===== src/sv/pccm_pkg.sv =====
package pccm_pkg;

  // Default geometry of the module
  localparam int unsigned CHIP_COLS_DEF = 60;
  localparam int unsigned CHIP_ROWS_DEF = 97;
  localparam int unsigned NUM_CHIPS_DEF = 16;
  localparam int unsigned MOD_COLS_DEF  = 487;
  localparam int unsigned MOD_ROWS_DEF  = 195;

  // Field widths of the query beat
  localparam int unsigned FUNC_W = 2;
  localparam int unsigned PIX_W  = 17;
  localparam int unsigned MCOL_W = 9;
  localparam int unsigned MROW_W = 8;
  localparam int unsigned CIDX_W = 5;
  localparam int unsigned CCOL_W = 6;
  localparam int unsigned CROW_W = 7;

  // Field widths of the result beat (two's complement, all ones when invalid)
  localparam int unsigned OPIX_W  = 18;
  localparam int unsigned OMCOL_W = 10;
  localparam int unsigned OMROW_W = 9;
  localparam int unsigned OCIDX_W = 5;
  localparam int unsigned OCCOL_W = 7;
  localparam int unsigned OCROW_W = 8;

  // Width of a module column computed from chip coordinates before range check
  localparam int unsigned WIDE_MX_W = 12;

  // Form of the given coordinates
  typedef enum logic [FUNC_W-1:0] {
    FUNC_PIXEL  = 2'd0,
    FUNC_MODULE = 2'd1,
    FUNC_CHIP   = 2'd2
  } func_e;

endpackage


===== src/sv/pccm_cdiv.sv =====
module pccm_cdiv #(
  parameter int unsigned DIVIDEND_W = 17,
  parameter int unsigned DIVISOR    = 3
) (
  input  logic [DIVIDEND_W-1:0] dividend_i,
  output logic [DIVIDEND_W-1:0] quotient_o
);

  // Exact floor division by a constant: multiply by the rounded-up reciprocal.
  // The extra clog2(DIVISOR) fraction bits keep the error below one step.
  localparam int unsigned SHIFT  = DIVIDEND_W + $clog2(DIVISOR);
  localparam int unsigned MULT_W = SHIFT + 1;
  localparam int unsigned PROD_W = SHIFT + DIVIDEND_W;
  localparam longint unsigned MULT = ((64'd1 << SHIFT) + DIVISOR - 1) / DIVISOR;

  logic [MULT_W-1:0] mult;
  logic [PROD_W-1:0] prod;

  assign mult       = MULT_W'(MULT);
  assign prod       = PROD_W'(dividend_i) * PROD_W'(mult);
  assign quotient_o = prod[SHIFT +: DIVIDEND_W];

endmodule


===== src/sv/module_pixel_chip_coord_map.sv =====
// Coordinate translator for a two-row chip-tiled sensor module.
// Throughput: one beat per cycle while out_stall_i is low; five register stages
// (input, row quotient, module position, chip-column quotient and pixel product,
// result) each hold one beat.
// Reset clears only the stage valid flags; the block keeps no other state.
module module_pixel_chip_coord_map import pccm_pkg::*; #(
  parameter int unsigned CHIP_COLS = CHIP_COLS_DEF,
  parameter int unsigned CHIP_ROWS = CHIP_ROWS_DEF,
  parameter int unsigned NUM_CHIPS = NUM_CHIPS_DEF,
  parameter int unsigned MOD_COLS  = MOD_COLS_DEF,
  parameter int unsigned MOD_ROWS  = MOD_ROWS_DEF
) (
  input  logic               clk_i,
  input  logic               rst_ni,
  input  logic               in_valid_i,
  output logic               in_stall_o,
  input  logic [FUNC_W-1:0]  func_i,
  input  logic [PIX_W-1:0]   pixel_index_i,
  input  logic [MCOL_W-1:0]  module_col_i,
  input  logic [MROW_W-1:0]  module_row_i,
  input  logic [CIDX_W-1:0]  chip_index_i,
  input  logic [CCOL_W-1:0]  chip_col_i,
  input  logic [CROW_W-1:0]  chip_row_i,
  output logic               out_valid_o,
  input  logic               out_stall_i,
  output logic [OPIX_W-1:0]  out_pixel_o,
  output logic [OMCOL_W-1:0] out_mod_col_o,
  output logic [OMROW_W-1:0] out_mod_row_o,
  output logic [OCIDX_W-1:0] out_chip_o,
  output logic [OCCOL_W-1:0] out_chip_col_o,
  output logic [OCROW_W-1:0] out_chip_row_o
);

  localparam int unsigned PITCH      = CHIP_COLS + 1;
  localparam int unsigned HALF_ROW   = MOD_ROWS / 2;
  localparam int unsigned HALF_CHIPS = NUM_CHIPS / 2;
  localparam int unsigned TOP_CHIPS  = NUM_CHIPS - HALF_CHIPS;
  localparam int unsigned TOP_CY_LIM = MOD_ROWS - 1 - HALF_ROW;
  localparam int unsigned NUM_PIX    = MOD_COLS * MOD_ROWS;

  typedef struct packed {
    func_e             func;
    logic [PIX_W-1:0]  pix;
    logic [MCOL_W-1:0] mcol;
    logic [MROW_W-1:0] mrow;
    logic [CIDX_W-1:0] cidx;
    logic [CCOL_W-1:0] ccol;
    logic [CROW_W-1:0] crow;
  } query_t;

  typedef struct packed {
    query_t            qry;
    logic              pix_ok;
    logic [MROW_W-1:0] quo;
  } quo_t;

  typedef struct packed {
    logic              mod_ok;
    logic              chip_given;
    logic [MCOL_W-1:0] mx;
    logic [MROW_W-1:0] my;
    logic [CIDX_W-1:0] cidx;
    logic [CCOL_W-1:0] ccol;
    logic [CROW_W-1:0] crow;
  } pos_t;

  typedef struct packed {
    pos_t              pos;
    logic [MCOL_W-1:0] pq;
    logic [OPIX_W-1:0] pixel;
  } mid_t;

  typedef struct packed {
    logic [OPIX_W-1:0]  pixel;
    logic [OMCOL_W-1:0] mod_col;
    logic [OMROW_W-1:0] mod_row;
    logic [OCIDX_W-1:0] chip;
    logic [OCCOL_W-1:0] chip_col;
    logic [OCROW_W-1:0] chip_row;
  } res_t;

  // Stage valid flags and stage advance conditions
  logic in_v_q, quo_v_q, pos_v_q, mid_v_q, out_v_q;
  logic rdy_in, rdy_quo, rdy_pos, rdy_mid, rdy_out;

  query_t in_q;
  quo_t   quo_d, quo_q;
  pos_t   pos_d, pos_q;
  mid_t   mid_d, mid_q;
  res_t   res_d, res_q;

  // A stage takes a beat when it is empty or its beat moves on
  assign rdy_out    = !out_v_q || !out_stall_i;
  assign rdy_mid    = !mid_v_q || rdy_out;
  assign rdy_pos    = !pos_v_q || rdy_mid;
  assign rdy_quo    = !quo_v_q || rdy_pos;
  assign rdy_in     = !in_v_q || rdy_quo;
  assign in_stall_o = !rdy_in;

  always_ff @(posedge clk_i or negedge rst_ni) begin
    if (!rst_ni) begin
      in_v_q  <= 1'b0;
      quo_v_q <= 1'b0;
      pos_v_q <= 1'b0;
      mid_v_q <= 1'b0;
      out_v_q <= 1'b0;
    end else begin
      if (rdy_in)  in_v_q  <= in_valid_i;
      if (rdy_quo) quo_v_q <= in_v_q;
      if (rdy_pos) pos_v_q <= quo_v_q;
      if (rdy_mid) mid_v_q <= pos_v_q;
      if (rdy_out) out_v_q <= mid_v_q;
    end
  end

  // Payload registers advance with their valid flag
  always_ff @(posedge clk_i) begin
    if (rdy_in && in_valid_i) begin
      in_q.func <= func_e'(func_i);
      in_q.pix  <= pixel_index_i;
      in_q.mcol <= module_col_i;
      in_q.mrow <= module_row_i;
      in_q.cidx <= chip_index_i;
      in_q.ccol <= chip_col_i;
      in_q.crow <= chip_row_i;
    end
    if (rdy_quo && in_v_q)  quo_q <= quo_d;
    if (rdy_pos && quo_v_q) pos_q <= pos_d;
    if (rdy_mid && pos_v_q) mid_q <= mid_d;
    if (rdy_out && mid_v_q) res_q <= res_d;
  end

  // Stage 1: split the linear pixel number into a row
  logic [PIX_W-1:0] row_quo;

  pccm_cdiv #(
    .DIVIDEND_W (PIX_W),
    .DIVISOR    (MOD_COLS)
  ) u_row_div (
    .dividend_i (in_q.pix),
    .quotient_o (row_quo)
  );

  always_comb begin
    quo_d.qry    = in_q;
    quo_d.pix_ok = {1'b0, in_q.pix} < (PIX_W + 1)'(NUM_PIX);
    quo_d.quo    = MROW_W'(row_quo);
  end

  // Stage 2: reduce every given form to a module column and row
  logic [PIX_W-1:0]     row_base;
  logic [WIDE_MX_W-1:0] bot_mx, top_mx, chip_mx;
  logic [MROW_W-1:0]    chip_my;
  logic                 chip_bot, chip_rng, chip_half_ok;

  assign row_base = PIX_W'(quo_q.quo) * PIX_W'(MOD_COLS);
  assign chip_bot = {1'b0, quo_q.qry.cidx} < (CIDX_W + 1)'(HALF_CHIPS);
  assign chip_rng = ({1'b0, quo_q.qry.cidx} < (CIDX_W + 1)'(NUM_CHIPS))
                 && ({1'b0, quo_q.qry.ccol} < (CCOL_W + 1)'(CHIP_COLS))
                 && ({1'b0, quo_q.qry.crow} < (CROW_W + 1)'(CHIP_ROWS));
  assign bot_mx = WIDE_MX_W'(PITCH) * WIDE_MX_W'(quo_q.qry.cidx)
                + WIDE_MX_W'(CHIP_COLS - 1) - WIDE_MX_W'(quo_q.qry.ccol);
  assign top_mx = WIDE_MX_W'(PITCH)
                * WIDE_MX_W'(quo_q.qry.cidx - CIDX_W'(HALF_CHIPS))
                + WIDE_MX_W'(quo_q.qry.ccol);

  always_comb begin
    if (chip_bot) begin
      chip_mx      = bot_mx;
      chip_my      = MROW_W'(quo_q.qry.crow);
      chip_half_ok = {1'b0, quo_q.qry.crow} < (CROW_W + 1)'(HALF_ROW);
    end else begin
      chip_mx      = top_mx;
      chip_my      = MROW_W'(MOD_ROWS - 1) - MROW_W'(quo_q.qry.crow);
      chip_half_ok = {1'b0, quo_q.qry.crow} < (CROW_W + 1)'(TOP_CY_LIM);
    end
  end

  always_comb begin
    pos_d.cidx       = quo_q.qry.cidx;
    pos_d.ccol       = quo_q.qry.ccol;
    pos_d.crow       = quo_q.qry.crow;
    pos_d.mod_ok     = 1'b0;
    pos_d.chip_given = 1'b0;
    pos_d.mx         = quo_q.qry.mcol;
    pos_d.my         = quo_q.qry.mrow;
    case (quo_q.qry.func)
      FUNC_PIXEL: begin
        pos_d.mod_ok = quo_q.pix_ok;
        pos_d.mx     = MCOL_W'(quo_q.qry.pix - row_base);
        pos_d.my     = quo_q.quo;
      end
      FUNC_MODULE: begin
        pos_d.mod_ok = ({1'b0, quo_q.qry.mcol} < (MCOL_W + 1)'(MOD_COLS))
                    && ({1'b0, quo_q.qry.mrow} < (MROW_W + 1)'(MOD_ROWS));
      end
      FUNC_CHIP: begin
        pos_d.mod_ok     = chip_rng && chip_half_ok
                        && (chip_mx < WIDE_MX_W'(MOD_COLS));
        pos_d.chip_given = 1'b1;
        pos_d.mx         = MCOL_W'(chip_mx);
        pos_d.my         = chip_my;
      end
      default: begin
        pos_d.mod_ok = 1'b0;
      end
    endcase
  end

  // Stage 3: chip slot of the column, and the linear pixel number
  logic [MCOL_W-1:0] slot_quo;

  pccm_cdiv #(
    .DIVIDEND_W (MCOL_W),
    .DIVISOR    (PITCH)
  ) u_slot_div (
    .dividend_i (pos_q.mx),
    .quotient_o (slot_quo)
  );

  always_comb begin
    mid_d.pos   = pos_q;
    mid_d.pq    = slot_quo;
    mid_d.pixel = OPIX_W'(pos_q.mx) + OPIX_W'(pos_q.my) * OPIX_W'(MOD_COLS);
  end

  // Stage 4: column inside the slot, chip fields and invalid marking
  logic [MCOL_W-1:0] slot_base, slot_col;
  logic [MROW_W-1:0] top_cy, derived_cy;
  logic              bot_half, derived_ok;

  assign slot_base = MCOL_W'(mid_q.pq * MCOL_W'(PITCH));
  assign slot_col  = mid_q.pos.mx - slot_base;
  assign bot_half  = {1'b0, mid_q.pos.my} < (MROW_W + 1)'(HALF_ROW);
  assign top_cy    = MROW_W'(MOD_ROWS - 1) - mid_q.pos.my;
  assign derived_cy = bot_half ? mid_q.pos.my : top_cy;

  always_comb begin
    derived_ok = ({1'b0, mid_q.pos.my} != (MROW_W + 1)'(HALF_ROW))
              && ({1'b0, slot_col} < (MCOL_W + 1)'(CHIP_COLS))
              && ({1'b0, derived_cy} < (MROW_W + 1)'(CHIP_ROWS));
    if (bot_half) begin
      derived_ok = derived_ok && ({1'b0, mid_q.pq} < (MCOL_W + 1)'(HALF_CHIPS));
    end else begin
      derived_ok = derived_ok && ({1'b0, mid_q.pq} < (MCOL_W + 1)'(TOP_CHIPS));
    end
  end

  always_comb begin
    res_d = '1;
    if (mid_q.pos.mod_ok) begin
      res_d.pixel   = mid_q.pixel;
      res_d.mod_col = OMCOL_W'(mid_q.pos.mx);
      res_d.mod_row = OMROW_W'(mid_q.pos.my);
      if (mid_q.pos.chip_given) begin
        res_d.chip     = OCIDX_W'(mid_q.pos.cidx);
        res_d.chip_col = OCCOL_W'(mid_q.pos.ccol);
        res_d.chip_row = OCROW_W'(mid_q.pos.crow);
      end else if (derived_ok) begin
        if (bot_half) begin
          res_d.chip     = OCIDX_W'(mid_q.pq);
          res_d.chip_col = OCCOL_W'(MCOL_W'(CHIP_COLS - 1) - slot_col);
        end else begin
          res_d.chip     = OCIDX_W'(MCOL_W'(HALF_CHIPS) + mid_q.pq);
          res_d.chip_col = OCCOL_W'(slot_col);
        end
        res_d.chip_row = OCROW_W'(derived_cy);
      end
    end
  end

  // Drive the result beat
  assign out_valid_o    = out_v_q;
  assign out_pixel_o    = res_q.pixel;
  assign out_mod_col_o  = res_q.mod_col;
  assign out_mod_row_o  = res_q.mod_row;
  assign out_chip_o     = res_q.chip;
  assign out_chip_col_o = res_q.chip_col;
  assign out_chip_row_o = res_q.chip_row;

endmodule


===== config.mk =====
export PLATFORM = sky130hd
export DESIGN_NAME = module_pixel_chip_coord_map
export DESIGN_NICKNAME = d
export VERILOG_FILES = /design/src/sv/pccm_pkg.sv /design/src/sv/pccm_cdiv.sv /design/src/sv/module_pixel_chip_coord_map.sv
export SDC_FILE = /design/constraint.sdc
export NUM_CORES = 1
export LEC_CHECK = 0
export ABC_AREA = 1
export BUFFER_PORTS_ARGS = -buffer_cell sky130_fd_sc_hd__buf_2
export CAP_MARGIN = 20
export CORE_UTILIZATION = 45
export DETAILED_ROUTE_END_ITERATION = 10
export GPL_ROUTABILITY_DRIVEN = 0
export PLACE_DENSITY_LB_ADDON = 0.1
export SYNTH_ARGS = -nofsm -noshare
export SYNTH_HDL_FRONTEND = slang
export SYNTH_HIERARCHICAL = 1
export SYNTH_SLANG_ARGS = --single-unit

===== constraint.sdc =====
create_clock -name clk_i -period 13.23 [get_ports clk_i]
set_input_delay 1.323 -clock clk_i [delete_from_list [all_inputs] [get_ports clk_i]]
set_output_delay 1.323 -clock clk_i [all_outputs]
set_load 0.05 [all_outputs]

After elaboration in Yosys (flattened, before gate mapping)
Index checks and enable logic that the tools add are counted.
Storage, ports and cells
  output and inout bits: 59
  input port bits: 58
  register bits after elaboration: 267
Cells by class
  magnitude comparators: 12
  $add $sub $neg: 11
  equal/unequal tests: 3
  $mul: 7
  reduce and logical (&&, ||, !) cells: 26
  multiplexer cells: 10
Operators by type and width (count)
  two-way mux 20 bit: 2
  two-way mux 39 bit: 1
  multiplier 17 x 18 -> 34 bit, second input constant: 1
  one-hot mux 17 bit (2 select lines): 1
  two-way mux 12 bit: 2
  adder 9 x 17 -> 18 bit: 1
  multiplier 9 x 9 -> 18 bit, second input constant: 1
  subtractor 9 bit: 2
  < comparator 17 bit, second input constant: 1
  multiplier 8 x 9 -> 17 bit, second input constant: 1
  < comparator 8 x 7 -> 1 bit, second input constant: 2
  two-way mux 8 bit: 2
  logical AND 1 bit: 13
  adder 11 x 6 -> 12 bit, second input constant: 1
  adder 12 x 6 -> 12 bit: 1
  < comparator 12 x 9 -> 1 bit, second input constant: 1
  multiplier 7 x 6 -> 12 bit, first input constant: 1
  subtractor 12 x 6 -> 12 bit: 1
  multiplier 6 x 5 -> 11 bit, first input constant: 1
  < comparator 9 x 6 -> 1 bit, second input constant: 1
  < comparator 9 bit, second input constant: 1
  multiplier 4 x 6 -> 9 bit, second input constant: 1
  multiplier 8 x 9 -> 9 bit, second input constant: 1
  < comparator 8 bit, second input constant: 1
  18 further kinds: 28

Longest topological paths before layout
Gate-level depths: netlist of run 1.
  depth in word-level cells: 9
  depth in mapped cells: 23
  depth with buffers taken out: 23

By module
The synthesis of run 1 kept the hierarchy.
Modules (own cells, without submodules)
  module_pixel_chip_coord_map: area each 16044.1 µm², cells each 1391, sequential area each 8112.8 µm², instances 1
  pccm_cdiv (u_row_div): area each 4435.5 µm², cells each 579, sequential area each 0.0 µm², instances 1
  pccm_cdiv (u_slot_div): area each 1098.6 µm², cells each 155, sequential area each 0.0 µm², instances 1

Least setup slack after synthesis of run 1
OpenSTA, ideal clock, no wires.
  kind: input -> register
  start point: in out_stall_i
  end point: reg res_q (netlist bit out_chip_col_o[0]), enable pin
  library setup time: 488 ps
  data required time: 12742 ps
  stages: 1
  path buffers: 0
  setup slack: 8745 ps
  data arrival time: 3997 ps
  cell sequence: a21oi_1
On the way
  longest elaborated chain between the ends: 3
RTL lines
  start, declared: RTL line module_pixel_chip_coord_map.sv:25  | input logic out_stall_i,
  logical NOT 1 bit: RTL line module_pixel_chip_coord_map.sv:93  | assign rdy_out = !out_v_q || !out_stall_i;
  logical OR 1 bit: RTL line module_pixel_chip_coord_map.sv:93
  logical AND 1 bit: RTL line module_pixel_chip_coord_map.sv:130  | if (rdy_out && mid_v_q) res_q <= res_d;
  end signal, assigned: RTL line module_pixel_chip_coord_map.sv:130
  end, declared: RTL line module_pixel_chip_coord_map.sv:90  | res_t res_d, res_q;
Every way passes these cells.
A chain may end at the register's enable or synchronous reset.

==> results of run 1 <==
[path summary, 6_finish.rpt]
check	start	end	slack [ns]	cells after the start
setup / recovery	pos_d[16]	mid_d[61]	8.16	19
hold / removal	mid_d[41]	mid_q[41]	0.41	0
setup reg to reg	pos_d[16]	mid_d[61]	8.16	19
hold reg to reg	mid_d[41]	mid_q[41]	0.41	0
max in group asynchronous	rst_ni	quo_v_q	12.54	1
min in group asynchronous	rst_ni	in_v_q	0.56	1
[final cells by class]
cell class / count / area [sq um] / area share, %
clock buffer: 37 / 798 / 3.37
clock inverter: 19 / 144 / 0.607
inverter: 441 / 1660 / 6.98
multi-input combinational: 1372 / 11600 / 48.9
sequential: 271 / 8110 / 34.2
tap: 607 / 759 / 3.20
timing repair buffer: 122 / 658 / 2.77
[metrics by stage]
stage / area [sq um] / util [%] / hold slack [ns]
after floorplan: 21500 / - / 0.400
after global placement: 22700 / 48.5 / 0.403
after detailed placement: 22800 / 48.6 / 0.405
after CTS: 23700 / 50.6 / 0.412
after global routing: 23700 / 50.6 / 0.411
final: 23700 / 50.6 / 0.412
[critical path: cells and delay by family, from the launching register on]
family / cells / cell delay (ns)
simple gates: 5 / 0.55
fa+ha+maj: 5 / 2.32
buf+inv: 5 / 0.85
compound gates: 4 / 0.58
flops: 1 / 0.50
[registers in the layout, summed over array words and instances, names as in the netlist, 5 cells and up]
register,cells
out_chip_col_o,7
quo_q,37
pos_d,18
out_chip_row_o,8
mid_d,37
out_mod_col_o,10
out_pixel_o,18
mid_q,64
out_mod_row_o,8
out_chip_o,5
in_q,54
[layer usage]
metal / GRT usage, % / vias up / share of wire, %
li1: - / 7144 / -
met1: 26.9 / 6809 / 48
met2: 31.6 / 268 / 46
met3: 2.23 / 62 / 3.9
met4: 4.48 / 0 / 2.0
met5: 0 / - / 0
==> flow_metrics.env, run 1 <==
export IMPL_fin_crit_sh_pct=38.3
export IMPL_max_clock_freq_ghz=0.197
export IMPL_cts_path_max_buffers=3
export IMPL_end_kind="register"
export IMPL_syn_area_per_cell_sq_um=10.2
export IMPL_relSlewSlack_pct=38.7
export IMPL_hold_viol=0
export IMPL_layout_cells_most_common="inv_1"
export IMPL_syn_to_final_growth_pct=10.4
export IMPL_ctsHtreeMaxLevel=1
export IMPL_period_needed_ns=5.07
export IMPL_grt_overflow_total=0
export IMPL_num_fill_cells=4382
export IMPL_status="complete, but fails checks"
export IMPL_ios=117
export IMPL_worst_path_max_fanout=20
export IMPL_rsz0062_at_grt="no"
export IMPL_synthCells=2108
export IMPL_drive_gt1_share_pct=10.6
export IMPL_start_kind="register"
export IMPL_crit_path_max_incr_delay_ns=0.61
export IMPL_crit_arrival_ns=5.41
export IMPL_finalNetCount=2777
export IMPL_worst_ep_required_time_ns=13.57
export IMPL_post_route_drc_count=5
export IMPL_core_region_area_sq_um=46900
export IMPL_dr_first_iter_drc_count=822
export IMPL_criticalPathCategory="reg2reg"
export IMPL_num_antenna_cells=0
export IMPL_final_cell_mix="inv_1, nand2_1, ha_1"
export IMPL_start_util_pct=45.8
export IMPL_die_x_um=220
export IMPL_root_buffer="clkbuf_16"
export IMPL_detail_route_antenna_nets=0
export IMPL_via_count=14283
export IMPL_syn_area_sq_um=21500
export IMPL_fin_tns_setup_ns=0
export IMPL_cts_sinks=271
export IMPL_grt_usage_pct=19.1
export IMPL_stdcell_count=2869
export IMPL_drv_cap=0
export IMPL_dieArea_sq_um=48600
export IMPL_cts_buffers=31
export IMPL_yosys_warnings=6
export IMPL_cts_tree="yes"
export IMPL_place_inst=2812
export IMPL_worst_slack_ns=8.16
export IMPL_cp_slowest_cell="fa_1"
export IMPL_wl_per_cell_um=15.7
export IMPL_crit_top_cell="inv_1"
export IMPL_grt_pass1_wl_mm=73.1
export IMPL_drv_slew=0
export IMPL_clkLatencyLatePin_ns=0.60
export IMPL_num_rows=79
export IMPL_finClkSkew_ns=0.0278
export IMPL_hpwl_mm=36.5
export IMPL_cts_resized_gates=0
export IMPL_grt_max_degree=65
export IMPL_antenna_found_initial=0
export IMPL_dpl_worst_slack_ns=8.14
export IMPL_hp_class="reg2reg"
export IMPL_path_cells="inv_1 -> ha_1 -> inv_1 -> fa_1 -> inv_1 -> ha_1 -> inv_1 -> fa_1 -> inv_1 -> ha_1 -> a21oi_1 -> nor2_1 -> nor2_1 -> o21ai_0 -> or2_2 -> nand3_1 -> nand2_1 -> a22oi_1 -> o21ai_0"
export IMPL_setup_viol=0
export IMPL_totalWireLength_mm=44.9
export IMPL_clk_pin_slew_ns=0.06
export IMPL_vias_per_cell=4.98
export IMPL_cts_hold_buf=0
export IMPL_io_buffers=116
export IMPL_violations="DRC"
export IMPL_grt_pass1_vias=14400
export IMPL_cts_setup_buffers=0
export IMPL_dr_pass1_iters=8
export IMPL_tightest_slew_ns=0.917
export IMPL_die_h_um=220
Power of run 1 is left out: the tool's default activity adds up to more than one toggle a clock period on the data nets, which glitch-free logic cannot reach.
==> run 2: changes to the inputs <==
- clock period: 13.23 -> 4.65 ns (I/O delays scaled with it)
==> flow_metrics.env, run 2 (synthesis gave the netlist of run 1 again) <==
export IMPL_drv_slew=0
export IMPL_post_route_drc_count=5
export IMPL_detail_route_antenna_nets=0
export IMPL_status="complete, but fails checks"
export IMPL_hpwl_mm=37.8
export IMPL_drive_gt1_share_pct=15.3
export IMPL_grt_overflow_total=0
export IMPL_cts_buffers=31
export IMPL_syn_to_final_growth_pct=14.5
export IMPL_place_inst=2863
export IMPL_fin_util_pct=52.5
export IMPL_crit_arrival_ns=4.89
export IMPL_num_fill_cells=4275
export IMPL_drv_cap=0
export IMPL_multi_input_area_sq_um=11900
export IMPL_hold_viol=0
export IMPL_dieArea_sq_um=48600
export IMPL_end_kind="register"
export IMPL_finalNetCount=2841
export IMPL_start_kind="register"
export IMPL_fin_tns_setup_ns=0
export IMPL_max_clock_freq_ghz=0.220
export IMPL_layout_cells_most_common="inv_1"
export IMPL_clkLatencyLatePin_ns=0.60
export IMPL_top_regs="mid_q x64, in_q x54"
export IMPL_tightest_slew_ns=0.996
export IMPL_num_rows=79
export IMPL_worst_ep_required_time_ns=4.99
export IMPL_final_cell_mix="inv_1, nand2_1, ha_1"
export IMPL_regArea_sq_um=8110
export IMPL_dr_pass1_iters=8
export IMPL_worst_path_max_fanout=6
export IMPL_violations="DRC"
export IMPL_root_buffer="clkbuf_16"
export IMPL_dr_first_iter_drc_count=891
export IMPL_grt_usage_pct=19.7
export IMPL_cts_path_max_buffers=3
export IMPL_criticalPathCategory="reg2reg"
export IMPL_grt_pass1_vias=14631
export IMPL_clk_pin_slew_ns=0.07
export IMPL_core_region_area_sq_um=46900
export IMPL_ctsHtreeMaxLevel=1
export IMPL_num_antenna_cells=0
export IMPL_finClkSkew_ns=0.0220
export IMPL_die_x_um=220
export IMPL_wl_per_cell_um=15.9
export IMPL_vias_per_cell=4.97
export IMPL_fin_crit_sh_pct=97.8
export IMPL_io_buffers=116
export IMPL_setup_viol=0
export IMPL_ios=117
export IMPL_grt_pass1_wl_mm=75.1
export IMPL_largest_register_ffs=64
export IMPL_hp_class="in2reg"
export IMPL_cts_tree="yes"
export IMPL_via_count=14584
export IMPL_relSlewSlack_pct=33.5
export IMPL_antenna_found_initial=0
export IMPL_regMostFlops="mid_q"
export IMPL_stdcell_count=2935
export IMPL_start_util_pct=45.8
export IMPL_cts_sinks=271
export IMPL_die_h_um=220
export IMPL_grt_max_degree=57
export IMPL_totalWireLength_mm=46.7
export IMPL_period_needed_ns=4.55
export IMPL_dpl_worst_slack_ns=0.0204
export IMPL_worst_slack_ns=0.100
[run 2: cell type report]
class | instances | share of cell area, %
Multi-Input combinational cell | 1372 | 48.2
Sequential cell | 271 | 33.0
Inverter | 441 | 6.73
Timing Repair Buffer | 186 | 4.81
Clock buffer | 34 | 3.20
Tap cell | 607 | 3.09
Clock inverter | 24 | 1.00
[run 2: path summary, 6_finish.rpt]
path,cells after the start,startpoint,to,slack [ns]
worst max register to register,18,in_q[48],quo_q[6],0.10
worst min register to register,0,in_q[26],quo_q[35],0.41
min in group asynchronous,2,rst_ni,in_v_q,0.22
max in group asynchronous,2,rst_ni,mid_v_q,4.30
worst max-delay path,18,in_q[48],quo_q[6],0.10
worst min-delay path,1,pixel_index_i[2],in_q[37],0.03
[run 2: per-layer routing]
| metal | part of all wire [%] | routed length, um | track usage, % | vias up |
|---|---|---|---|---|
| li1 | - | - | - | 7288 |
| met1 | 47 | 22100 | 27.7 | 6982 |
| met2 | 47 | 21800 | 32.4 | 257 |
| met3 | 3.8 | 1770 | 2.35 | 57 |
| met4 | 2.2 | 1030 | 4.76 | 0 |
| met5 | 0 | 0 | 0 | - |
[run 2: stage by stage]
stage / cell area [sq um] / hold WS, ns
final: 24600 / 0.0323
after global placement: 23100 / 0.286
after global routing: 24600 / 0.0183
after CTS: 24200 / 0.000822
after detailed placement: 23100 / 0.290
after floorplan: 21500 / 0.169
[run 2: timing repair]
action | in CTS | in global routing
gates resized for setup | 0 | 57
buffers inserted | 0 | 10
hold buffers | 1 | 0
endpoints found under the setup margin | 0 | 30
endpoints found under the hold margin | 5 | 0
[run 2: worst max-delay path, stage by stage (launching register included)]
cell      delay (ns)
edfxtp_1        0.55
buf_6           0.19
ha_1            0.27
ha_1            0.31
xor2_1          0.15
ha_1            0.31
fa_1            0.52
fa_1            0.50
ha_1            0.35
ha_4            0.29
nand2_2         0.11
nor2_2          0.16
nand2_2         0.09
nor2_4          0.08
nand2_1         0.06
a21oi_2         0.09
nand2_1         0.09
nand3_1         0.10
nand2_1         0.05
Power of run 2 is left out for the same reason.
==> run 3: changes to the inputs <==
- CORE_ASPECT_RATIO: default -> 1.4
==> flow_metrics.env, run 3 (synthesis gave the netlist of run 1 again) <==
export IMPL_status="complete, no violations"
export IMPL_num_antenna_cells=0
export IMPL_num_rows=94
export IMPL_start_util_pct=45.7
export IMPL_start_kind="register"
export IMPL_grt_pass1_wl_mm=76.9
export IMPL_vias_per_cell=4.95
export IMPL_dieArea_sq_um=48600
export IMPL_io_buffers=116
export IMPL_dr_pass1_iters=5
export IMPL_grt_pass1_vias=15387
export IMPL_drive_gt1_share_pct=14.6
export IMPL_hold_viol=0
export IMPL_ctsHtreeMaxLevel=1
export IMPL_cts_sinks=271
export IMPL_end_kind="register"
export IMPL_die_x_um=187
export IMPL_drv_cap=0
export IMPL_finClkSkew_ns=0.0139
export IMPL_wl_per_cell_um=16.3
export IMPL_final_cell_mix="inv_1, nand2_1, ha_1"
export IMPL_dr_first_iter_drc_count=671
export IMPL_fin_crit_sh_pct=96.2
export IMPL_hold_path_cell_count=1
export IMPL_cts_path_max_buffers=3
export IMPL_grt_max_degree=57
export IMPL_clk_pin_slew_ns=0.06
export IMPL_antenna_found_initial=0
export IMPL_drv_slew=0
export IMPL_hp_class="in2reg"
export IMPL_finalNetCount=2844
export IMPL_period_needed_ns=4.47
export IMPL_post_route_drc_count=0
export IMPL_cts_tree="yes"
export IMPL_ios=117
export IMPL_die_h_um=261
export IMPL_clkLatencyLatePin_ns=0.59
export IMPL_detail_route_antenna_nets=0
export IMPL_cts_buffers=28
export IMPL_worst_slack_ns=0.176
export IMPL_criticalPathCategory="reg2reg"
export IMPL_rr_worst_depth=16
export IMPL_worst_ep_required_time_ns=4.99
export IMPL_setup_viol=0
export IMPL_grt_overflow_total=0
export IMPL_grt_usage_pct=20.1
export IMPL_max_clock_freq_ghz=0.223
export IMPL_relSlewSlack_pct=32.6
export IMPL_stdcell_count=2950
export IMPL_place_inst=2882
export IMPL_regMostFlops="mid_q"
export IMPL_top_regs="mid_q x64, in_q x54"
export IMPL_via_count=14610
export IMPL_crit_arrival_ns=4.82
export IMPL_core_region_area_sq_um=47000
export IMPL_root_buffer="clkbuf_16"
export IMPL_layout_cells_most_common="inv_1"
export IMPL_syn_to_final_growth_pct=13.7
export IMPL_largest_register_ffs=64
export IMPL_dpl_worst_slack_ns=0.0726
export IMPL_tightest_slew_ns=1.01
export IMPL_worst_path_max_fanout=5
export IMPL_hpwl_mm=39.4
export IMPL_rsz0062_at_grt="yes"
export IMPL_totalWireLength_mm=47.9
## run 3: per-stage QoR
stage	hold slack (ns)	util [%]	area (sq um)	setup TNS [ns]
final	0.0448	51.9	24400	0
after global routing	0.0166	51.9	24400	-0.230
after CTS	0.00434	51.1	24100	0
after detailed placement	0.295	49.3	23200	0
after global placement	0.288	49.3	23200	0
after floorplan	0.169	-	21500	0
## run 3: critical path, cell delays in order (launching register included)
cell and delay [ns]:
edfxtp_1 0.42, buf_4 0.20, ha_1 0.29, ha_1 0.32, fa_1 0.47, fa_1 0.52
fa_1 0.50, ha_1 0.31, ha_1 0.33, a21oi_1 0.22, o21ai_0 0.17, nand2_1 0.11
nand2_1 0.05, nor2_1 0.13, nand2_1 0.07, nand2_1 0.05, nand2_1 0.05
## run 3: repair_timing
action / in CTS / in global routing
hold buffers: 1 / 0
setup endpoints to repair: 0 / 29
resized for setup: 0 / 40
setup buffers: 0 / 13
hold endpoints to repair: 5 / 0
## run 3: cell type report
class                           instances  area, sq um
Clock inverter                         16          150
Inverter                              441         1660
Fill cell                            4322        22600
Multi-Input combinational cell       1372        11800
Clock buffer                           34          723
Timing Repair Buffer                  192         1220
Sequential cell                       271         8110
Tap cell                              624          781
## run 3: final timing paths
check | startpoint | end | slack [ns]
min in group asynchronous | rst_ni | in_v_q | 0.22
worst max-delay path | in_q[44] | quo_q[3] | 0.18
max in group asynchronous | rst_ni | mid_v_q | 4.28
worst max register to register | in_q[44] | quo_q[3] | 0.18
worst min-delay path | pixel_index_i[4] | in_q[39] | 0.04
worst min register to register | in_q[6] | pos_d[6] | 0.42
## run 3: metal layers
| layer | up-vias | wire length (um) | global-route usage (%) |
|---|---|---|---|
| li1 | 7274 | - | - |
| met1 | 6944 | 18500 | 21.4 |
| met2 | 293 | 26100 | 40.2 |
| met3 | 99 | 1420 | 1.86 |
| met4 | 0 | 1910 | 8.08 |
| met5 | - | 0 | 0 |
Power of run 3 is left out for the same reason.
